File: config.mk
export PLATFORM = sky130hd
export DESIGN_NAME = mips_r_type_execute_core_flat
export DESIGN_NICKNAME = d
export VERILOG_FILES = /design/src/rtl/mrte_pkg.sv /design/src/rtl/mrte_if.sv /design/src/rtl/mrte_muldiv.sv /design/src/rtl/mips_r_type_execute_core.sv /design/src/flat_wrapper.sv
export SDC_FILE = /design/constraint.sdc
export NUM_CORES = 2
export LEC_CHECK = 0
export ABC_AREA = 1
export BUFFER_PORTS_ARGS = -buffer_cell sky130_fd_sc_hd__buf_2
export CAP_MARGIN = 10
export CORE_MARGIN = 5
export CORE_UTILIZATION = 68
export CTS_CLUSTER_DIAMETER = 30
export DETAILED_ROUTE_END_ITERATION = 16
export PLACE_DENSITY_LB_ADDON = 0.2
export SETUP_SLACK_MARGIN = 0.4
export SYNTH_ARGS = -nofsm -noshare
export SYNTH_HDL_FRONTEND = slang
export SYNTH_HIERARCHICAL = 1
export SYNTH_SLANG_ARGS = --single-unit
File: constraint.sdc
create_clock -name clk -period 10.1 [get_ports clk]
set_input_delay 1.01 -clock clk [delete_from_list [all_inputs] [get_ports clk]]
set_output_delay 1.01 -clock clk [all_outputs]
set_load 0.02 [all_outputs]
File: src/rtl/mrte_pkg.sv
`timescale 1ns / 1ps
// ----------------------------------------------------------------------------
// mrte_pkg
// Shared types and function codes for the R-type execute core.
// ----------------------------------------------------------------------------
package mrte_pkg;

  localparam int unsigned XLEN  = 32;
  localparam int unsigned RIDXW = 5;
  localparam int unsigned CNTW  = 6;

  // Function codes.
  localparam logic [5:0] FN_SLL   = 6'h00;
  localparam logic [5:0] FN_SRL   = 6'h02;
  localparam logic [5:0] FN_SRA   = 6'h03;
  localparam logic [5:0] FN_SLLV  = 6'h04;
  localparam logic [5:0] FN_SRLV  = 6'h06;
  localparam logic [5:0] FN_SRAV  = 6'h07;
  localparam logic [5:0] FN_JR    = 6'h08;
  localparam logic [5:0] FN_JALR  = 6'h09;
  localparam logic [5:0] FN_MFHI  = 6'h10;
  localparam logic [5:0] FN_MFLO  = 6'h12;
  localparam logic [5:0] FN_MULT  = 6'h18;
  localparam logic [5:0] FN_MULTU = 6'h19;
  localparam logic [5:0] FN_DIV   = 6'h1A;
  localparam logic [5:0] FN_DIVU  = 6'h1B;
  localparam logic [5:0] FN_ADD   = 6'h20;
  localparam logic [5:0] FN_ADDU  = 6'h21;
  localparam logic [5:0] FN_SUB   = 6'h22;
  localparam logic [5:0] FN_SUBU  = 6'h23;
  localparam logic [5:0] FN_AND   = 6'h24;
  localparam logic [5:0] FN_OR    = 6'h25;
  localparam logic [5:0] FN_XOR   = 6'h26;
  localparam logic [5:0] FN_NOR   = 6'h27;
  localparam logic [5:0] FN_SLT   = 6'h2A;
  localparam logic [5:0] FN_SLTU  = 6'h2B;

  localparam logic [1:0] ST_OK     = 2'd0;
  localparam logic [1:0] ST_BADFN  = 2'd1;
  localparam logic [1:0] ST_DIVZ   = 2'd2;

  localparam logic [RIDXW-1:0] LINK_REG = 5'd31;

  typedef struct packed {
    logic              req_type;
    logic [XLEN-1:0]   instr_word;
    logic [XLEN-1:0]   cur_pc;
    logic [RIDXW-1:0]  load_index;
    logic [XLEN-1:0]   load_value;
  } in_beat_t;

  typedef struct packed {
    logic              wr_en;
    logic [RIDXW-1:0]  wr_index;
    logic [XLEN-1:0]   wr_value;
    logic              jump;
    logic [XLEN-1:0]   next_pc;
    logic [XLEN-1:0]   hi_value;
    logic [XLEN-1:0]   lo_value;
    logic [1:0]        status;
  } out_beat_t;

  // Control from the sequencer to the shared multiply/divide unit.
  typedef struct packed {
    logic start;
    logic is_div;
    logic is_signed;
  } md_ctl_t;

  // Status returned by the shared unit.
  typedef struct packed {
    logic done;
  } md_sts_t;

endpackage

File: src/rtl/mrte_if.sv
`timescale 1ns / 1ps
// ----------------------------------------------------------------------------
// mrte_in_if / mrte_out_if
// Valid/ready channels for input and result beats.
// ----------------------------------------------------------------------------
interface mrte_in_if import mrte_pkg::*; ();
  logic     valid;
  logic     ready;
  in_beat_t data;
  modport source (output valid, output data, input ready);
  modport sink (input valid, input data, output ready);
endinterface

interface mrte_out_if import mrte_pkg::*; ();
  logic      valid;
  logic      ready;
  out_beat_t data;
  modport source (output valid, output data, input ready);
  modport sink (input valid, input data, output ready);
endinterface

File: src/rtl/mrte_muldiv.sv
`timescale 1ns / 1ps
// ----------------------------------------------------------------------------
// mrte_muldiv
// Shared shift-add multiplier and restoring divider, one bit per cycle.
// ----------------------------------------------------------------------------
module mrte_muldiv import mrte_pkg::*; (
  input  logic            clk,
  input  logic            rst_n,
  input  md_ctl_t         ctl,
  input  logic [XLEN-1:0] op_a,
  input  logic [XLEN-1:0] op_b,
  output md_sts_t         sts,
  output logic [XLEN-1:0] res_hi,
  output logic [XLEN-1:0] res_lo
);

  logic            busy_r, busy_nxt;
  logic [CNTW-1:0] cnt_r, cnt_nxt;
  logic            div_r, div_nxt;
  logic            neg_q_r, neg_q_nxt;
  logic            neg_r_r, neg_r_nxt;
  logic [XLEN-1:0] acc_r, acc_nxt;   // product high half / remainder
  logic [XLEN-1:0] sh_r, sh_nxt;     // multiplier and low product / quotient
  logic [XLEN-1:0] dv_r, dv_nxt;     // multiplicand or divisor magnitude
  logic            fin_r, fin_nxt;

  logic [XLEN-1:0] mag_a, mag_b;
  logic [XLEN:0]   add_sum;
  logic [XLEN:0]   trial;
  logic [XLEN-1:0] q_out, r_out;

  assign mag_a = (ctl.is_signed && op_a[XLEN-1]) ? (~op_a + 1'b1) : op_a;
  assign mag_b = (ctl.is_signed && op_b[XLEN-1]) ? (~op_b + 1'b1) : op_b;

  // Two adders: an add for multiply and a trial subtract for divide.
  assign add_sum = {1'b0, acc_r} + {1'b0, dv_r};
  assign trial   = {acc_r, sh_r[XLEN-1]} - {1'b0, dv_r};

  always_comb begin
    busy_nxt  = busy_r;
    cnt_nxt   = cnt_r;
    div_nxt   = div_r;
    neg_q_nxt = neg_q_r;
    neg_r_nxt = neg_r_r;
    acc_nxt   = acc_r;
    sh_nxt    = sh_r;
    dv_nxt    = dv_r;
    fin_nxt   = 1'b0;
    if (ctl.start) begin
      busy_nxt  = 1'b1;
      cnt_nxt   = '0;
      div_nxt   = ctl.is_div;
      neg_q_nxt = ctl.is_signed && (op_a[XLEN-1] ^ op_b[XLEN-1]);
      neg_r_nxt = ctl.is_signed && op_a[XLEN-1];
      acc_nxt   = '0;
      sh_nxt    = mag_a;
      dv_nxt    = mag_b;
    end else if (busy_r) begin
      if (div_r) begin
        if (!trial[XLEN]) begin
          acc_nxt = trial[XLEN-1:0];
          sh_nxt  = {sh_r[XLEN-2:0], 1'b1};
        end else begin
          acc_nxt = {acc_r[XLEN-2:0], sh_r[XLEN-1]};
          sh_nxt  = {sh_r[XLEN-2:0], 1'b0};
        end
      end else begin
        if (sh_r[0]) begin
          {acc_nxt, sh_nxt} = {add_sum, sh_r[XLEN-1:1]};
        end else begin
          {acc_nxt, sh_nxt} = {1'b0, acc_r, sh_r[XLEN-1:1]};
        end
      end
      cnt_nxt = cnt_r + 1'b1;
      if (cnt_r == CNTW'(XLEN - 1)) begin
        busy_nxt = 1'b0;
        fin_nxt  = 1'b1;
      end
    end
  end

  always_ff @(posedge clk) begin
    if (!rst_n) begin
      busy_r <= 1'b0;
      fin_r  <= 1'b0;
    end else begin
      busy_r <= busy_nxt;
      fin_r  <= fin_nxt;
    end
    cnt_r   <= cnt_nxt;
    div_r   <= div_nxt;
    neg_q_r <= neg_q_nxt;
    neg_r_r <= neg_r_nxt;
    acc_r   <= acc_nxt;
    sh_r    <= sh_nxt;
    dv_r    <= dv_nxt;
  end

  // Sign correction on the way out; the product's signs are fixed the same way.
  logic [2*XLEN-1:0] prod;
  assign prod  = neg_q_r ? (~{acc_r, sh_r} + 1'b1) : {acc_r, sh_r};
  assign q_out = neg_q_r ? (~sh_r + 1'b1) : sh_r;
  assign r_out = neg_r_r ? (~acc_r + 1'b1) : acc_r;

  assign sts.done = fin_r;
  assign res_hi   = div_r ? r_out : prod[2*XLEN-1:XLEN];
  assign res_lo   = div_r ? q_out : prod[XLEN-1:0];

endmodule

File: src/rtl/mips_r_type_execute_core.sv
`timescale 1ns / 1ps
// ----------------------------------------------------------------------------
// mips_r_type_execute_core
// Executes MIPS32 R-type instructions against a register file and HI/LO.
// ----------------------------------------------------------------------------
// One beat at a time. A load or an operation other than mult, multu, div and
// divu is executed in S_EXEC and its result is registered for S_OUT; those four
// run through a shared one-bit-per-cycle multiply/divide unit in S_MD, except
// that a divide by zero skips the unit and goes from S_EXEC to S_OUT. The block
// accepts no new beat until the result of the previous one has been taken.
module mips_r_type_execute_core import mrte_pkg::*; (
  input  logic clk,
  input  logic rst_n,
  mrte_in_if.sink    in_ch,
  mrte_out_if.source out_ch
);

  localparam logic [1:0] S_IDLE = 2'd0;
  localparam logic [1:0] S_EXEC = 2'd1;
  localparam logic [1:0] S_MD   = 2'd2;
  localparam logic [1:0] S_OUT  = 2'd3;

  logic [1:0]      state_r, state_nxt;
  in_beat_t        req_r;
  logic [XLEN-1:0] rf_r [32];
  logic [31:1]     rf_vld_r;
  logic [XLEN-1:0] hi_r, lo_r;
  out_beat_t       res_r, res_nxt;
  logic            hilo_we;
  logic [XLEN-1:0] hi_nxt, lo_nxt;
  logic            rf_we;

  logic [RIDXW-1:0] rs, rt, rd, sh;
  logic [5:0]       fn;
  logic [XLEN-1:0]  a, b;
  md_ctl_t          md_ctl;
  md_sts_t          md_sts;
  logic [XLEN-1:0]  md_hi, md_lo;

  assign rs = req_r.instr_word[25:21];
  assign rt = req_r.instr_word[20:16];
  assign rd = req_r.instr_word[15:11];
  assign sh = req_r.instr_word[10:6];
  assign fn = req_r.instr_word[5:0];
  assign a  = (rs != '0 && rf_vld_r[rs]) ? rf_r[rs] : '0;
  assign b  = (rt != '0 && rf_vld_r[rt]) ? rf_r[rt] : '0;

  assign in_ch.ready  = (state_r == S_IDLE);
  assign out_ch.valid = (state_r == S_OUT);
  assign out_ch.data  = res_r;

  mrte_muldiv u_md (
    .clk(clk), .rst_n(rst_n), .ctl(md_ctl), .op_a(a), .op_b(b),
    .sts(md_sts), .res_hi(md_hi), .res_lo(md_lo)
  );

  // Decode, execute and next-state logic.
  always_comb begin
    logic            wr;
    logic [RIDXW-1:0] widx;
    logic [XLEN-1:0] wval;
    wr        = 1'b0;
    widx      = rd;
    wval      = '0;
    state_nxt = state_r;
    res_nxt   = res_r;
    md_ctl    = '0;
    hilo_we   = 1'b0;
    hi_nxt    = hi_r;
    lo_nxt    = lo_r;
    rf_we     = 1'b0;
    unique case (state_r)
      S_IDLE: begin
        if (in_ch.valid) state_nxt = S_EXEC;
      end
      S_EXEC: begin
        res_nxt = '0;
        res_nxt.status = ST_OK;
        state_nxt = S_OUT;
        if (req_r.req_type) begin
          wr = 1'b1; widx = req_r.load_index; wval = req_r.load_value;
        end else begin
          unique case (fn) inside
            FN_SLL:  begin wr = 1'b1; wval = b << sh; end
            FN_SRL:  begin wr = 1'b1; wval = b >> sh; end
            FN_SRA:  begin wr = 1'b1; wval = XLEN'($signed(b) >>> sh); end
            FN_SLLV: begin wr = 1'b1; wval = b << a[4:0]; end
            FN_SRLV: begin wr = 1'b1; wval = b >> a[4:0]; end
            FN_SRAV: begin wr = 1'b1; wval = XLEN'($signed(b) >>> a[4:0]); end
            FN_JR:   begin res_nxt.jump = 1'b1; res_nxt.next_pc = a; end
            FN_JALR: begin
              res_nxt.jump = 1'b1; res_nxt.next_pc = a;
              wr = 1'b1; widx = LINK_REG; wval = req_r.cur_pc + 32'd4;
            end
            FN_MFHI: begin wr = 1'b1; wval = hi_r; end
            FN_MFLO: begin wr = 1'b1; wval = lo_r; end
            FN_MULT, FN_MULTU: begin
              md_ctl.start = 1'b1; md_ctl.is_signed = (fn == FN_MULT);
              state_nxt = S_MD;
            end
            FN_DIV, FN_DIVU: begin
              if (b == '0) begin
                res_nxt.status = ST_DIVZ;
              end else begin
                md_ctl.start = 1'b1; md_ctl.is_div = 1'b1;
                md_ctl.is_signed = (fn == FN_DIV);
                state_nxt = S_MD;
              end
            end
            FN_ADD, FN_ADDU: begin wr = 1'b1; wval = a + b; end
            FN_SUB, FN_SUBU: begin wr = 1'b1; wval = a - b; end
            FN_AND:  begin wr = 1'b1; wval = a & b; end
            FN_OR:   begin wr = 1'b1; wval = a | b; end
            FN_XOR:  begin wr = 1'b1; wval = a ^ b; end
            FN_NOR:  begin wr = 1'b1; wval = ~(a | b); end
            FN_SLT:  begin wr = 1'b1; wval = {31'd0, $signed(a) < $signed(b)}; end
            FN_SLTU: begin wr = 1'b1; wval = {31'd0, a < b}; end
            default: res_nxt.status = ST_BADFN;
          endcase
        end
        if (wr && widx != '0) begin
          rf_we = 1'b1;
          res_nxt.wr_en = 1'b1; res_nxt.wr_index = widx; res_nxt.wr_value = wval;
        end
        res_nxt.hi_value = hi_r;
        res_nxt.lo_value = lo_r;
      end
      S_MD: begin
        if (md_sts.done) begin
          hilo_we = 1'b1; hi_nxt = md_hi; lo_nxt = md_lo;
          res_nxt.hi_value = md_hi; res_nxt.lo_value = md_lo;
          state_nxt = S_OUT;
        end
      end
      S_OUT: begin
        if (out_ch.ready) state_nxt = S_IDLE;
      end
      default: state_nxt = S_IDLE;
    endcase
  end

  // State, register file, HI/LO, request and result registers.
  always_ff @(posedge clk) begin
    if (!rst_n) begin
      state_r  <= S_IDLE;
      rf_vld_r <= '0;
      hi_r     <= '0;
      lo_r     <= '0;
    end else begin
      state_r <= state_nxt;
      if (rf_we) rf_vld_r[res_nxt.wr_index] <= 1'b1;
      if (hilo_we) begin
        hi_r <= hi_nxt;
        lo_r <= lo_nxt;
      end
    end
    if (rf_we) rf_r[res_nxt.wr_index] <= res_nxt.wr_value;
    if (in_ch.valid && in_ch.ready) req_r <= in_ch.data;
    res_r <= res_nxt;
  end

endmodule

File: src/flat_wrapper.sv
// flat-port wrapper written by rule: the top's interface ports become plain ports
module mips_r_type_execute_core_flat import mrte_pkg::*;
  (clk, rst_n, in_ch_valid, in_ch_data, in_ch_ready, out_ch_valid, out_ch_data, out_ch_ready);
  mrte_in_if in_ch_i ();
  mrte_out_if out_ch_i ();
  input  logic clk;
  input  logic rst_n;
  input wire logic [$bits(in_ch_i.valid)-1:0] in_ch_valid;
  input wire logic [$bits(in_ch_i.data)-1:0] in_ch_data;
  output wire logic [$bits(in_ch_i.ready)-1:0] in_ch_ready;
  output wire logic [$bits(out_ch_i.valid)-1:0] out_ch_valid;
  output wire logic [$bits(out_ch_i.data)-1:0] out_ch_data;
  input wire logic [$bits(out_ch_i.ready)-1:0] out_ch_ready;
  assign in_ch_i.valid = in_ch_valid;
  assign in_ch_i.data = in_ch_data;
  assign in_ch_ready = in_ch_i.ready;
  assign out_ch_valid = out_ch_i.valid;
  assign out_ch_data = out_ch_i.data;
  assign out_ch_i.ready = out_ch_ready;
  mips_r_type_execute_core u_core (.clk(clk), .rst_n(rst_n), .in_ch(in_ch_i), .out_ch(out_ch_i));
endmodule
==> results.toml, run 1 <==
[outcome]
status = "stopped before the end"
stop_stage = "5_1_grt"
stop_error = "[ERROR GRT-0232] Routing congestion too high. Check the congestion heatmap in the GUI."

[timing]
worst_endpoint = "u_core/rf_r[31][25]$_DFFE_PP_/D"
worstEpCategory = "register data pin"

[yosys]
synth.area.top_cells = "edfxtp_1 43%, nand2_1 14%, nand3_1 9.8%"
synth_area_leader_cell = "edfxtp_1"
avgSynthCellArea_um2 = 7.79
synth-edff-count = 1287
yosys_warnings = 6
synth-seq-cells = 1471
async_reset_ff_frac = 0
synth_flop_cell = "edfxtp_1"
synth_cell_types = 76
yosysTopAreaCellShare = 0.426
synthCells = 11700
seq_area_frac_synth = 0.466
syn_area_um2 = 90800

[floorplanning]
placementRows = 134
start_util = 0.682
die_height_um = 375
io_pins = 245
dieWidth_um = 375

[cts]
post_cts_buffers = 0
cts_sinks = 1471
ctsResizeCount = 0
cts_hold_buf = 0
cts_buffers = 292
cts_buffer_depth = 4
cts_root_buf = "clkbuf_16"
h-tree-depth = 5

[grt]
antenna_found_initial = 62
grt_max_degree = 227
globalRouteOverflowTotal = 166
track_usage = 0.784

[placed_design]
dp_hpwl_mm = 249
gp_congestion = 1.10
io_buffers = 238
layer usage:
layer	overflow	track usage
met2	47	0.908
met1	14	0.795
met3	29	0.670
met4	70	0.741
met5	6	0.474
cell usage after synthesis, drive strengths merged (38+ instances only):
library cell	count
clkbuf	386
nand2	3375
nor3	108
a221oi	63
buf	308
ha	177
o211ai	46
a21oi	941
dfxtp	184
o22ai	38
inv	1040
nand4	83
nand3	1799
edfxtp	1287
o21ai	737
xor2	108
nor2	626
o311ai	82
kinds of logic after synthesis:
logic type	after synthesis	share of synthesized area
other	1	0.0000413
muxes	1	0.000110
DFF	1471	0.466
xor gates and xnor gates	129	0.0124
AOI/OAI and AO/OA	2074	0.130
buffers and inverters	1743	0.0778
adders and majority gates	181	0.0253
and+or+nand+nor	6052	0.288
through the flow:
| step | hold WS, ps | setup slack, ps | instance area, um^2 | cells |
|---|---|---|---|---|
| floorplan | 439 | 3210 | 90900 | 11700 |
| global placement | 452 | 2190 | 92800 | 13200 |
| detailed placement | 464 | 2130 | 92800 | 13200 |
| CTS | 241 | 1860 | 102000 | 13700 |
==> inputs of run 2 (changes only) <==
--- a/config.mk
+++ b/config.mk
@@ -9,11 +9,9 @@
 export BUFFER_PORTS_ARGS = -buffer_cell sky130_fd_sc_hd__buf_2
 export CAP_MARGIN = 10
 export CORE_MARGIN = 5
-export CORE_UTILIZATION = 68
-export CTS_CLUSTER_DIAMETER = 30
+export CORE_UTILIZATION = 40
 export DETAILED_ROUTE_END_ITERATION = 16
-export PLACE_DENSITY_LB_ADDON = 0.2
-export SETUP_SLACK_MARGIN = 0.4
+export PLACE_DENSITY_LB_ADDON = 0.15
 export SYNTH_ARGS = -nofsm -noshare
 export SYNTH_HDL_FRONTEND = slang
 export SYNTH_HIERARCHICAL = 1
==> run 2 against run 1 <==
Effect of this change: the flow now finishes without violations; synthesized cell count unchanged; synthesized area unchanged.
==> results.toml, run 2 <==
[timing]
hold-worst-slack_ps = 322
tns_ps = 0
final.setup_skew_ps = 76.0
min_period_over_period = 0.812
post-route-min-period_ps = 8200
setup-violations-final = 0
fin_ws_ps = 1900
hold_viol = 0
final_max_slew_viol_count = 0
tightest_slew_ps = 1320
timing.fmax_mhz = 122
max_slew_margin = 0.119
rsz0062_at_grt = "no"

[placed_design]
dpl_worst_slack_ps = 2330
io_buffers = 238
gp_congestion = 0.997
dp.cells = 14500
dp_hpwl_mm = 280
place_area_um2 = 94800

[critical_path]
path_class = "flop to flop"
max_stage_delay_ps = 940
start_kind = "flop"
r2r_setup_slack_ps = 1900
slowest_stage = "dfxtp_4"
cp_common_cell = "nand2_1"
crit_path_end_kind = "flop"
crit_arrival_ps = 8710
r2r_end = "u_core/rf_r[19][18]"
crit_required_ps = 10610
cp.depth = 26
crit_buf_inv = 5
critPathMaxFanout = 34
cpLargestDelayFamily = "buffers and inverters"
rr_worst_depth = 26

[cts]
h-tree-depth = 4
cts_sinks = 1471
cts_buffers = 169
ctsResizeCount = 0
cts_buffer_depth = 3
clock_latency_ps = 870
cts_hold_buf = 0
post_cts_buffers = 0
path_clk_slew_ps = 60
cts_root_buf = "clkbuf_16"
cts_tree = "built"

[floorplanning]
core_um2 = 227000
die_area_um2 = 237000
dieWidth_um = 486
die_height_um = 486
placementRows = 175
start_util = 0.401
io_pins = 245

[yosys]
syn_area_um2 = 90800
yosysTopAreaCellShare = 0.426
synth_flop_cell = "edfxtp_1"
avgSynthCellArea_um2 = 7.79
synth-seq-cells = 1471
synth_area_leader_cell = "edfxtp_1"
synth.top_cells.by_count = "3,320 x nand2_1, 1,771 x nand3_1, 1,287 x edfxtp_1, 988 x inv_1, 915 x a21oi_1"
yosys_warnings = 6
async_reset_ff_frac = 0
synth_cell_types = 76
synth-edff-count = 1287
synth.area.top_cells = "edfxtp_1 43%, nand2_1 14%, nand3_1 9.8%"
seq_area_frac_synth = 0.466
synthCells = 11700
synth_most_common_cell = "nand2_1"

[detailed_routing]
totalWireLength_mm = 423
wire_per_inst_um = 28.6
first_pass_iters = 6
drc_errors = 0
final_antenna_net_count = 0
drtIter0Drc = 11000
vias_per_cell = 5.95
vias = 87900

[pwr]
power.density_nw_per_um2 = 301
clkPwrFrac = 0.204
ir_drop_v = 0.000240
combPwrFrac = 0.520
seqPwrFrac = 0.276
power_switching_mw = 15.2
p_int_mw = 15.0
total_power_mw = 30.2
p_leak_nw = 41.4
swShare = 0.503

[grt]
grt_max_degree = 162
antenna_found_initial = 23
globalRouteOverflowTotal = 0
grt_pass1_wl_mm = 588
track_usage = 0.343
grt_pass1_vias = 81100

[final_layout]
fin_nets = 11900
final_common_cell = "nand2_1"
largest_register_ffs = 1024
multi_input_area_um2 = 41700
fin_cells = 14800
final_util = 0.443
drive_gt1_frac = 0.0858
fillers = 22700
final-seq-area_um2 = 42400
fin_area_um2 = 100000
top_register = "u_core/rf_r"
layout_common_cells = "3,315 x nand2_1, 1,771 x nand3_1, 1,287 x edfxtp_1"
area_growth_pct = 10.6

[min_path]
hp-class = "input pin to flop"
hold_depth = 1
whs_endpoint = "u_core/req_r[0]"
min_from = "in_ch_data[0]"

[outcome]
status = "finished, final reports clean"

[job]
max_cap_violations = 0
## run 2: cell counts after synthesis
No cell type changed its count.
## run 2: worst max path at each step
| stage | start | endpoint | slack [ps] |
|---|---|---|---|
| floorplan | u_core/state_r[1] | u_core/out_ch.data[10] | 3210 |
| global placement | flop | u_core/rf_r[12][0] | 2350 |
| detailed placement | flop | u_core/rf_r[12][0] | 2330 |
| CTS | flop | u_core/rf_r[15][0] | 2290 |
| global route | flop | u_core/rf_r[14][0] | 1770 |
| finish | flop | u_core/rf_r[19][18] | 1900 |
## run 2: cell type report
type                       instances  share of cell area
clock inverter                   112              0.0115
timing repair buffer             453              0.0296
clock buffer                     202              0.0439
antenna                            5            0.000125
multi-input combinational       8469               0.416
tap                             3009              0.0375
inverter                        1049              0.0398
sequential                      1471               0.422
## run 2: power by group through the flow
stage | combinational (mW) | clock (mW) | sequential, mW
after floorplan | 9.25 | 0 | 8.29
after global placement | 15.1 | 0 | 8.43
after detailed placement | 15.2 | 0 | 8.44
after CTS | 15.2 | 6.26 | 8.32
after global routing | 16.7 | 6.51 | 8.36
final | 15.7 | 6.16 | 8.33
## run 2: worst register-to-register path: stages, from the launching register on
cell and delay, ps:
dfxtp_4 940, clkinv_2 950, buf_4 590, nand3_1 170, nand3_1 100, nand2_1 220, nand2_2 330, inv_1 910
ha_1 400, a21oi_1 70, nand2_1 210, inv_1 60, o21ai_1 570, a21oi_1 250, o21ai_1 410, nand2_1 100
nand2_1 100, a21oi_1 60, o21ai_1 90, nand3b_1 350, nor2_1 200, nand4_1 180, nand2_1 100, nand2_1 50
nand2_1 50, nand2_1 90, buf_4 240
## run 2: cells by family after synthesis
group	count (synthesis)	share of synthesized area
adder cells (fa/ha/maj)	181	0.0253
AND/OR/NAND/NOR	6052	0.288
XOR/XNOR	129	0.0124
AO/OA/AOI/OAI	2074	0.130
flip-flops	1471	0.466
multiplexers	1	0.000110
other	1	0.0000413
buffers and inverters	1743	0.0778
## run 2: per-layer routing
metal  up-vias  GRT usage  part of all wire
met5         -          0          0.000080
met4         6      0.189             0.065
met3      1007     0.0805              0.11
met2      5164      0.518              0.43
met1     42000      0.454              0.40
li1      39700          -                 -
Power figures use the tool's default switching activity.
